`src/hdl/mrt_pkg.sv`:
```
// Shared widths, codes and controller/datapath interface types.
`default_nettype none
package mrt_pkg;

  localparam int ADDR_W          = 48;
  localparam int LEN_W           = 49;
  localparam int SLOT_W          = 4;
  localparam int REQ_W           = 2;
  localparam int STAT_W          = 2;
  localparam int IN_DATA_W       = 104;
  localparam int OUT_DATA_W      = 104;
  localparam int MAX_REGIONS_DEF = 16;

  localparam logic [REQ_W-1:0] REQ_INSERT = 2'd0;
  localparam logic [REQ_W-1:0] REQ_LOOKUP = 2'd1;
  localparam logic [REQ_W-1:0] REQ_REMOVE = 2'd2;

  localparam logic [STAT_W-1:0] STAT_OK        = 2'd0;
  localparam logic [STAT_W-1:0] STAT_NOT_FOUND = 2'd1;
  localparam logic [STAT_W-1:0] STAT_FULL      = 2'd2;
  localparam logic [STAT_W-1:0] STAT_UNUSED    = 2'd3;

  typedef struct packed {
    logic start;    // latch request, rewind scan
    logic issue;    // read next slot
    logic capture;  // hold the scan result
    logic commit;   // update table, load output word
  } mrt_cmd_t;

  typedef struct packed {
    logic rd_vld;    // slot read data present
    logic rd_hit;    // that slot is free (insert) or matches (lookup/remove)
    logic rd_last;   // that slot is the last one
    logic out_free;  // output register can take a word
  } mrt_stat_t;

endpackage
`default_nettype wire

```
`src/hdl/mrt_ctrl.sv`:
```
// Controller state machine: accept, scan, commit.
`default_nettype none
module mrt_ctrl
  import mrt_pkg::*;
(
  input  wire logic      clk,
  input  wire logic      rst,
  input  wire logic      in_valid,
  output logic           in_ready,
  input  wire mrt_stat_t stat,
  output mrt_cmd_t       cmd
);

  typedef enum logic [2:0] {
    S_IDLE = 3'b001,
    S_SCAN = 3'b010,
    S_DONE = 3'b100
  } state_t;

  state_t state, state_next;

  always_ff @(posedge clk) begin
    if (rst) begin
      state <= S_IDLE;
    end else begin
      state <= state_next;
    end
  end

  always_comb begin
    state_next = state;
    cmd        = '0;
    in_ready   = 1'b0;
    unique case (state)
      S_IDLE: begin
        in_ready  = 1'b1;
        cmd.start = in_valid;
        if (in_valid) begin
          state_next = S_SCAN;
        end
      end
      S_SCAN: begin
        cmd.issue = 1'b1;
        // stop at the first hit or after the last slot
        if (stat.rd_vld && (stat.rd_hit || stat.rd_last)) begin
          cmd.capture = 1'b1;
          state_next  = S_DONE;
        end
      end
      S_DONE: begin
        if (stat.out_free) begin
          cmd.commit = 1'b1;
          state_next = S_IDLE;
        end
      end
      default: begin
        state_next = S_IDLE;
      end
    endcase
  end

endmodule
`default_nettype wire

```
`src/hdl/mrt_datapath.sv`:
```
// Datapath: request register, slot table, scan compare and output register.
`default_nettype none
module mrt_datapath
  import mrt_pkg::*;
#(
  parameter int MAX_REGIONS = MAX_REGIONS_DEF
) (
  input  wire logic              clk,
  input  wire logic              rst,
  input  wire logic [REQ_W-1:0]  in_req_type,
  input  wire logic [ADDR_W-1:0] in_addr,
  input  wire logic [LEN_W-1:0]  in_length,
  input  wire mrt_cmd_t          cmd,
  output mrt_stat_t              stat,
  output logic                   out_valid,
  input  wire logic              out_ready,
  output logic [STAT_W-1:0]      out_status,
  output logic [SLOT_W-1:0]      out_slot,
  output logic [ADDR_W-1:0]      out_start,
  output logic [LEN_W-1:0]       out_len
);

  localparam int IW = (MAX_REGIONS > 1) ? $clog2(MAX_REGIONS) : 1;
  localparam logic [IW-1:0] LAST_IDX = IW'(MAX_REGIONS - 1);

  // request
  logic [REQ_W-1:0]  req_type;
  logic [ADDR_W-1:0] req_addr;
  logic [LEN_W-1:0]  req_len;

  // table
  logic [MAX_REGIONS-1:0] present;
  logic [ADDR_W-1:0]      mem_start [MAX_REGIONS];
  logic [LEN_W-1:0]       mem_len   [MAX_REGIONS];

  // scan
  logic [IW-1:0]     scan_idx;
  logic              issue_done;
  logic              issue_en;
  logic              rd_vld;
  logic [IW-1:0]     rd_idx;
  logic              rd_present;
  logic [ADDR_W-1:0] rd_start;
  logic [LEN_W-1:0]  rd_len;
  logic [ADDR_W+1:0] rd_end;
  logic              in_range;
  logic              rd_hit;

  // captured scan result
  logic              res_found;
  logic [IW-1:0]     res_idx;
  logic [ADDR_W-1:0] res_start;
  logic [LEN_W-1:0]  res_len;

  logic tbl_write;
  logic tbl_clear;

  assign issue_en = cmd.issue && !issue_done;

  always_ff @(posedge clk) begin
    if (cmd.start) begin
      req_type <= in_req_type;
      req_addr <= in_addr;
      req_len  <= in_length;
    end
  end

  always_ff @(posedge clk) begin
    if (rst) begin
      scan_idx   <= '0;
      issue_done <= 1'b0;
      rd_vld     <= 1'b0;
    end else begin
      rd_vld <= issue_en;
      if (cmd.start) begin
        scan_idx   <= '0;
        issue_done <= 1'b0;
      end else if (issue_en) begin
        if (scan_idx == LAST_IDX) begin
          issue_done <= 1'b1;
        end else begin
          scan_idx <= scan_idx + IW'(1);
        end
      end
    end
  end

  // slot memory: one write port, one registered read port
  always_ff @(posedge clk) begin
    if (tbl_write) begin
      mem_start[res_idx] <= req_addr;
      mem_len[res_idx]   <= req_len;
    end
  end

  always_ff @(posedge clk) begin
    if (issue_en) begin
      rd_start   <= mem_start[scan_idx];
      rd_len     <= mem_len[scan_idx];
      rd_present <= present[scan_idx];
      rd_idx     <= scan_idx;
    end
  end

  // end of range, start plus length, one bit wider than the length
  assign rd_end   = {2'b00, rd_start} + {1'b0, rd_len};
  assign in_range = (req_addr >= rd_start) && ({2'b00, req_addr} < rd_end);

  always_comb begin
    unique case (req_type)
      REQ_INSERT: rd_hit = !rd_present;
      REQ_LOOKUP,
      REQ_REMOVE: rd_hit = rd_present && in_range;
      default:    rd_hit = 1'b0;
    endcase
  end

  always_ff @(posedge clk) begin
    if (cmd.capture) begin
      res_found <= rd_hit;
      res_idx   <= rd_idx;
      res_start <= rd_start;
      res_len   <= rd_len;
    end
  end

  assign tbl_write = cmd.commit && res_found && (req_type == REQ_INSERT);
  assign tbl_clear = cmd.commit && res_found && (req_type == REQ_REMOVE);

  always_ff @(posedge clk) begin
    if (rst) begin
      present <= '0;
    end else if (tbl_write) begin
      present[res_idx] <= 1'b1;
    end else if (tbl_clear) begin
      present[res_idx] <= 1'b0;
    end
  end

  // output register
  always_ff @(posedge clk) begin
    if (rst) begin
      out_valid <= 1'b0;
    end else if (cmd.commit) begin
      out_valid <= 1'b1;
    end else if (out_ready) begin
      out_valid <= 1'b0;
    end
  end

  always_ff @(posedge clk) begin
    if (cmd.commit) begin
      if (!res_found) begin
        out_status <= (req_type == REQ_INSERT) ? STAT_FULL : STAT_NOT_FOUND;
        out_slot   <= '0;
        out_start  <= '0;
        out_len    <= '0;
      end else if (req_type == REQ_INSERT) begin
        out_status <= STAT_OK;
        out_slot   <= SLOT_W'(res_idx);
        out_start  <= req_addr;
        out_len    <= req_len;
      end else begin
        out_status <= STAT_OK;
        out_slot   <= SLOT_W'(res_idx);
        out_start  <= res_start;
        out_len    <= res_len;
      end
    end
  end

  assign stat.rd_vld   = rd_vld;
  assign stat.rd_hit   = rd_hit;
  assign stat.rd_last  = (rd_idx == LAST_IDX);
  assign stat.out_free = !out_valid || out_ready;

endmodule
`default_nettype wire

```
`src/hdl/mapped_region_table_core.sv`:
```
// A request is latched on accept, then the table is scanned up to the slot where the scan
// stops (first free slot on insert, first matching slot on lookup or remove, or the last
// slot when nothing is found). One slot is read per cycle from the table memory. The
// block takes no new request until the result word is loaded into the output register.
// Reset (rst, synchronous) empties the table and drops any word in flight.
`default_nettype none
module mapped_region_table_core
  import mrt_pkg::*;
#(
  parameter int MAX_REGIONS = MAX_REGIONS_DEF
) (
  input  wire logic                  clk,
  input  wire logic                  rst,
  input  wire logic                  s_axis_tvalid,
  output logic                       s_axis_tready,
  input  wire logic [IN_DATA_W-1:0]  s_axis_tdata,  // addr[47:0], length[96:48], zero pad
  input  wire logic [REQ_W-1:0]      s_axis_tuser,  // req_type[1:0]
  output logic                       m_axis_tvalid,
  input  wire logic                  m_axis_tready,
  output logic [OUT_DATA_W-1:0]      m_axis_tdata,  // slot[3:0], region_start[51:4],
                                                    // region_len[100:52], zero pad
  output logic [STAT_W-1:0]          m_axis_tuser   // status[1:0]
);

  mrt_cmd_t          cmd;
  mrt_stat_t         stat;
  logic [STAT_W-1:0] out_status;
  logic [SLOT_W-1:0] out_slot;
  logic [ADDR_W-1:0] out_start;
  logic [LEN_W-1:0]  out_len;

  mrt_ctrl u_ctrl (
    .clk      (clk),
    .rst      (rst),
    .in_valid (s_axis_tvalid),
    .in_ready (s_axis_tready),
    .stat     (stat),
    .cmd      (cmd)
  );

  mrt_datapath #(
    .MAX_REGIONS (MAX_REGIONS)
  ) u_dp (
    .clk         (clk),
    .rst         (rst),
    .in_req_type (s_axis_tuser),
    .in_addr     (s_axis_tdata[ADDR_W-1:0]),
    .in_length   (s_axis_tdata[ADDR_W+LEN_W-1:ADDR_W]),
    .cmd         (cmd),
    .stat        (stat),
    .out_valid   (m_axis_tvalid),
    .out_ready   (m_axis_tready),
    .out_status  (out_status),
    .out_slot    (out_slot),
    .out_start   (out_start),
    .out_len     (out_len)
  );

  assign m_axis_tdata = {{(OUT_DATA_W - SLOT_W - ADDR_W - LEN_W){1'b0}},
                         out_len, out_start, out_slot};
  assign m_axis_tuser = out_status;

endmodule
`default_nettype wire

```
`config.mk`:
```
export PLATFORM = sky130hd
export DESIGN_NAME = mapped_region_table_core
export DESIGN_NICKNAME = d
export VERILOG_FILES = /design/src/hdl/mrt_pkg.sv /design/src/hdl/mrt_ctrl.sv /design/src/hdl/mrt_datapath.sv /design/src/hdl/mapped_region_table_core.sv
export SDC_FILE = /design/constraint.sdc
export NUM_CORES = 2
export LEC_CHECK = 0
export ABC_AREA = 1
export BUFFER_PORTS_ARGS = -buffer_cell sky130_fd_sc_hd__clkbuf_2
export CAP_MARGIN = 0
export CORE_UTILIZATION = 50
export DETAILED_ROUTE_END_ITERATION = 8
export MAX_ROUTING_LAYER = met4
export PLACE_DENSITY_LB_ADDON = 0.1
export RECOVER_POWER = 100
export SETUP_SLACK_MARGIN = 0.4
export SLEW_MARGIN = 0
export SYNTH_ARGS = -nofsm -noshare
export SYNTH_HDL_FRONTEND = slang
export SYNTH_SLANG_ARGS = --single-unit
```
`constraint.sdc`:
```
create_clock -name clk -period 12.5 [get_ports clk]
set_clock_uncertainty 0.05 [all_clocks]
set_input_delay 1.875 -clock clk [delete_from_list [all_inputs] [get_ports clk]]
set_output_delay 1.875 -clock clk [all_outputs]
set_load 0.02 [all_outputs]
```
=== After elaboration in Yosys (flattened, before gate mapping) ===
Memory sizes are Yosys's and may differ from the RTL's. A register that Yosys moved wholly into a read port is not among the register bits.
Index checks and enable logic that the tools add are counted.

* Memories kept: 2
* ROM bits: 0
* Latch bits: 0
* Input port bits: 110
* RAM bits: 1552
* Bits in registers: 335
* Output and inout port bits: 108
* Word-level logic and storage cells: 87

{| class="wikitable"
|+ Memories
! name !! words !! width !! rd ports !! clocked after memory_dff !! wr ports !! line !! source
|-
| u_dp.mem_len || 16 || 49 || 1 || 1 || 1 || mrt_datapath.sv:34 || <nowiki>logic [LEN_W-1:0] mem_len [MAX_REGIONS];</nowiki>
|-
| u_dp.mem_start || 16 || 48 || 1 || 1 || 1 || mrt_datapath.sv:33 || <nowiki>logic [ADDR_W-1:0] mem_start [MAX_REGIONS];</nowiki>
|}

* Reduce and logical (&&, ||, !) cells: 21
* Shifts and indexed selects: 0
* Multiply operators: 0
* Add/subtract/negate cells: 2
* Equality and inequality tests: 10
* $lt $le $gt $ge: 5
* Divide/modulo/power cells: 0
* Mux-type cells: 24
* Bitwise logic cells: 4

{| class="wikitable"
|+ Operators by type and width
! cell !! number
|-
| adder 48 x 49 -> 50 bit || 1
|-
| < comparator 48 x 50 -> 1 bit || 1
|-
| 2-to-1 mux 49 bit || 1
|-
| >= comparator 48 bit || 1
|-
| 2-to-1 mux 48 bit || 1
|-
| 2-to-1 mux 16 bit || 2
|-
| AND 16 bit || 1
|-
| NOT 16 bit || 1
|-
| OR 16 bit || 1
|-
| 2-to-1 mux 1 bit || 11
|-
| < comparator 4 x 5 -> 1 bit (second input constant) || 2
|-
| 2-to-1 mux 3 bit || 3
|-
| case mux 3 bit (3 select lines) || 1
|-
| equality test 4 bit (second input constant) || 2
|-
| logical AND 1 bit || 8
|-
| adder 4 x 1 -> 4 bit (second input constant) || 1
|-
| binary-select mux 1 bit (select 4 bit) || 1
|-
| demux 1 bit (select 4 bit) || 1
|-
| >= comparator 4 x 1 -> 1 bit (second input constant) || 1
|-
| 2-to-1 mux 2 bit || 2
|-
| != test 2 bit (second input constant) || 2
|-
| AND reduction 2 bit || 2
|-
| nonzero test 2 bit || 2
|-
| OR reduction 2 bit || 2
|-
| other kinds (12) || 15
|}

=== Logic depth before layout (Yosys ltp) ===
* Depth in word-level cells: 11
* Mapped depth: 38
* Depth with buffers taken out: 38

=== Cells and area by module ===
A second synthesis with hierarchy kept.

* Cell total of the unflattened synthesis: 5613
* Area, all modules: 80221.9 µm²

{| class="wikitable"
|+ Modules (own cells, without submodules)
! module !! sequential area each (µm²) !! area each (µm²) !! instances !! cells an instance
|-
| mrt_datapath || 59256.8 || 80001.7 || 1 || 5578
|-
| mrt_ctrl || 60.1 || 193.9 || 1 || 31
|-
| mapped_region_table_core || 0.0 || 26.3 || 1 || 4
|}

=== Least setup slack after synthesis ===
No wires, ideal clock.

* Path kind: input -> register
* Start point: in m_axis_tready
* End point: mem u_dp.mem_len[7][0] (enable)
* Stages on the path: 7
* Data required time: 11.895 ns
* Arrival time: 11.530 ns
* Library setup time: 0.555 ns
* Path slack: 0.365 ns
* Path through: nor2_1 -> nor2_1 -> nand2_1 -> nor2_1 -> buf_2 -> nand2_1 -> nor2_1

{| class="wikitable"
|+ RTL lines
! element !! line !! source
|-
| start, declared || mapped_region_table_core.sv:19 || <nowiki>input wire logic m_axis_tready,</nowiki>
|-
| end, declared || mrt_datapath.sv:34 ||
|}

=== Worst setup path in the final report ===
* Start point: reg u_dp.res_found
* End point: mem u_dp.mem_len[3][14] (enable)

* Word-level cells in the longest chain between the ends: 4

{| class="wikitable"
|+ RTL lines
! element !! line !! source
|-
| start, declared || mrt_datapath.sv:50 || <nowiki>logic res_found;</nowiki>
|-
| start signal, assigned || mrt_datapath.sv:120 || <nowiki>res_found <= rd_hit;</nowiki>
|-
| logical AND 1 bit (2 in series) || mrt_datapath.sv:127 || <nowiki>assign tbl_write = cmd.commit && res_found && (req_type == REQ_INSERT);</nowiki>
|-
| 2-to-1 mux 1 bit || mrt_datapath.sv:90 || <nowiki>if (tbl_write) begin</nowiki>
|-
| 2-to-1 mux 1 bit (implied by the code) || mrt_datapath.sv:92 || <nowiki>mem_len[res_idx] <= req_len;</nowiki>
|}

Every way passes these cells.

==> impl_metrics.toml <==
[synthesis]
ys_warn_count = 0
synthCells = 5824
synth_simple_gate_area_share_pct = 9.15
synth_xor_area_share_pct = 0.514
yosysSeqAreaShare_pct = 74.3
synth_top_family_by_area = "compound AO/OA/AOI/OAI gates"
synth_flop_cell = "edfxtp_1"
synth-async-reset-ratio_pct = 0
ys_ff_latch = 1984
avgSynthCellArea_um2 = 13.7
syn-cell-area_um2 = 79800
synth_cell_type_count = 53
synth_compound_area_share_pct = 9.28
muxShareOfSynthArea_pct = 1.97
synth-edff-count = 1958
synth_fa_ha_area_share_pct = 2.33

[worst_setup_path]
rr_startpoint = "u_dp.res_found"
crit_start = "u_dp.res_found"
required_ps = 12910
cp_slowest_cell = "clkbuf_1"
start_kind = "flip-flop"
crit_fanout = 71
crit_type = "reg2reg"
worst_path_most_repeated_cell = "clkbuf_1"
critPathArrivalTime_ps = 10110
critPathBufInv = 3
crit_path_end_kind = "flip-flop"
path_cells = "clkbuf_1 -> nand2_1 -> nor2_1 -> nand4_1 -> nor2_4 -> clkbuf_1 -> buf_4"
cpPeakStageDelay_ps = 3010
crit_family = "buffers and inverters"

[floorplan]
die_w_um = 402
start_util_pct = 50.4
design.portCount = 218
die_y_um = 402
core_um2 = 158000
row_count = 146
dieArea_um2 = 161000

[final_layout]
seqCellArea_um2 = 59300
drive_gt1_share_pct = 7.44
layout_commonest_cell = "edfxtp_1"
nets = 6265
layout_common_cells = "edfxtp_1 (1958), nor2_1 (1168), o21ai_0 (524), nand2_1 (430), o32ai_1 (235)"
instances_no_fill = 8249
syn_to_final_growth_pct = 11.6
fill_cells = 12800
postLayoutCoreUtil_pct = 56.3
multi_input_area_um2 = 18600

[sta]
finalSetupViolCount = 0
setup-tns-final_ps = 0
hold_viol_final = 0
clock.fmax_ghz = 0.103
holdWs_ps = 404
worst_pin_slew_ps = 9170
period_needed_ps = 9700
rsz0062_at_grt = "false"
slew_headroom_pct = -512
drv_slew = 1678
final.period_utilization_pct = 77.6

[clocking]
tritoncts = "built"
cts_buffer_depth = 3
root_buffer = "clkbuf_16"
clk_latency_ps = 850
clkTransAtPathRegs_ps = 60
cts_resized = 0
hold_buffers = 0
cts_buffers = 201
htree_num_levels = 4
cts.sinks = 1984
cts_setup_buffers = 0

[routing]
vias = 49100
dr.first_iter.drc_count = 5227
wl_per_cell_um = 26.6
vias_per_cell = 5.95
postRouteAntennaNets = 0
routed_wirelength_mm = 219
drc = 0
firstDrtPassIters = 6

[job]
cap_violations = 36

[global_routing]
grt_usage_pct = 27.8
antenna_found_initial = 13
grt_max_degree = 178
grt_pass1_vias = 46500
grt_pass1_wl_mm = 317
gr-total-overflow = 0

[placement]
place_congestion = 0.924
placedCellCount = 7876
dp_hpwl_mm = 121
io_buffers = 207

[power]
max-vdd-ir-drop_uv = 144
p_per_area_nw_per_um2 = 157
leakage_nw = 29.0
power.total_w = 0.0140

[min_path]
hp-class = "reg2reg"
hp-start = "u_dp.rd_idx[1]"

[status]
status = "finished with violations"
failed_checks = "capacitance limit, slew limit"
[stage by stage]
step                      cell area [µm²]  setup slack (ps)
after floorplan                     79900              2190
after global placement              83200              5430
after detailed placement            83200              5380
after CTS                           89600              5340
after global routing                89100              2500
final                               89100              2800
[synth_stat cells, drive strengths merged (3+ instances only)]
cell       n  area share (%)
nand3    189             1.2
nand4     14            0.12
a21boi     5           0.052
inv      178            0.84
clkbuf   278             1.3
o32ai    235             2.6
o221ai   160             1.8
nor3      10           0.069
mux2i    157             2.0
a21o       7           0.066
nor2    1178             5.5
buf       56            0.32
o21a       3           0.028
a211oi     3           0.028
xor2      25            0.28
a21oi    115            0.75
o21bai     9           0.089
o211ai    44            0.41
o21ai    529             3.3
and3       3           0.024
a31oi     19            0.15
nor4       5           0.047
nand2    441             2.1
dfxtp     26            0.65
ha       147             2.3
edfxtp  1958              74
xnor2     21            0.23
[final timing paths]
kind                         endpoint  slack, ps  depth (start not counted)
hold / removal        u_dp.res_idx[1]        400                          0
setup reg to reg  u_dp.mem_len[3][14]       2800                          7
hold reg to reg       u_dp.res_idx[1]        400                          0
setup / recovery  u_dp.mem_len[3][14]       2800                          7
[power by group]
group / internal (W) / switching (W) / total, W
registers: 0.00747 / 0.000152 / 0.00762
logic: 0.000162 / 0.000403 / 0.000565
clock network: 0.00325 / 0.00253 / 0.00578
total: 0.0109 / 0.00308 / 0.0140
[cell type report]
class	instances	area share, %
clock buffers	247	5.88
multi-input cells	3329	20.9
repair buffers	312	1.71
well taps	2072	2.91
clock inverters	120	1.22
diodes	6	0.0168
flip-flops and latches	1984	66.6
inverters	179	0.788
[state kept, by name, indices dropped and copies added, names as in the netlist, 3 cells and up, named ones only]
register,flops
u_dp.rd_start,48
u_dp.mem_len,784
u_dp.out_len,49
u_dp.req_addr,48
u_dp.rd_idx,4
u_dp.res_len,49
u_dp.res_start,48
u_dp.scan_idx,4
u_ctrl.state,3
u_dp.mem_start,768
u_dp.res_idx,4
u_dp.rd_len,49
u_dp.out_slot,4
u_dp.req_len,49
u_dp.out_start,48
[worst register-to-register path: stages (launching register included)]
cell	delay [ps]
edfxtp_1	320
clkbuf_1	2920
nand2_1	500
nor2_1	990
nand4_1	350
nor2_4	170
clkbuf_1	3010
buf_4	990
[logic make-up after synthesis]
logic type	after synthesis
AO/OA/AOI/OAI	1132
XOR/XNOR	46
adder cells (fa/ha/maj)	148
buffers and inverters	513
flip-flops	1984
multiplexers	157
other	1
AND/OR/NAND/NOR	1843
[per-layer routing]
layer	share of wire (%)	vias to the layer above	track usage, %
met1	43	24800	37.7
li1	-	22100	-
met3	6.8	324	4.13
met2	48	1769	44.0
met5	0	-	-
met4	2.4	0	7.43
Power figures use the tool's default switching activity.
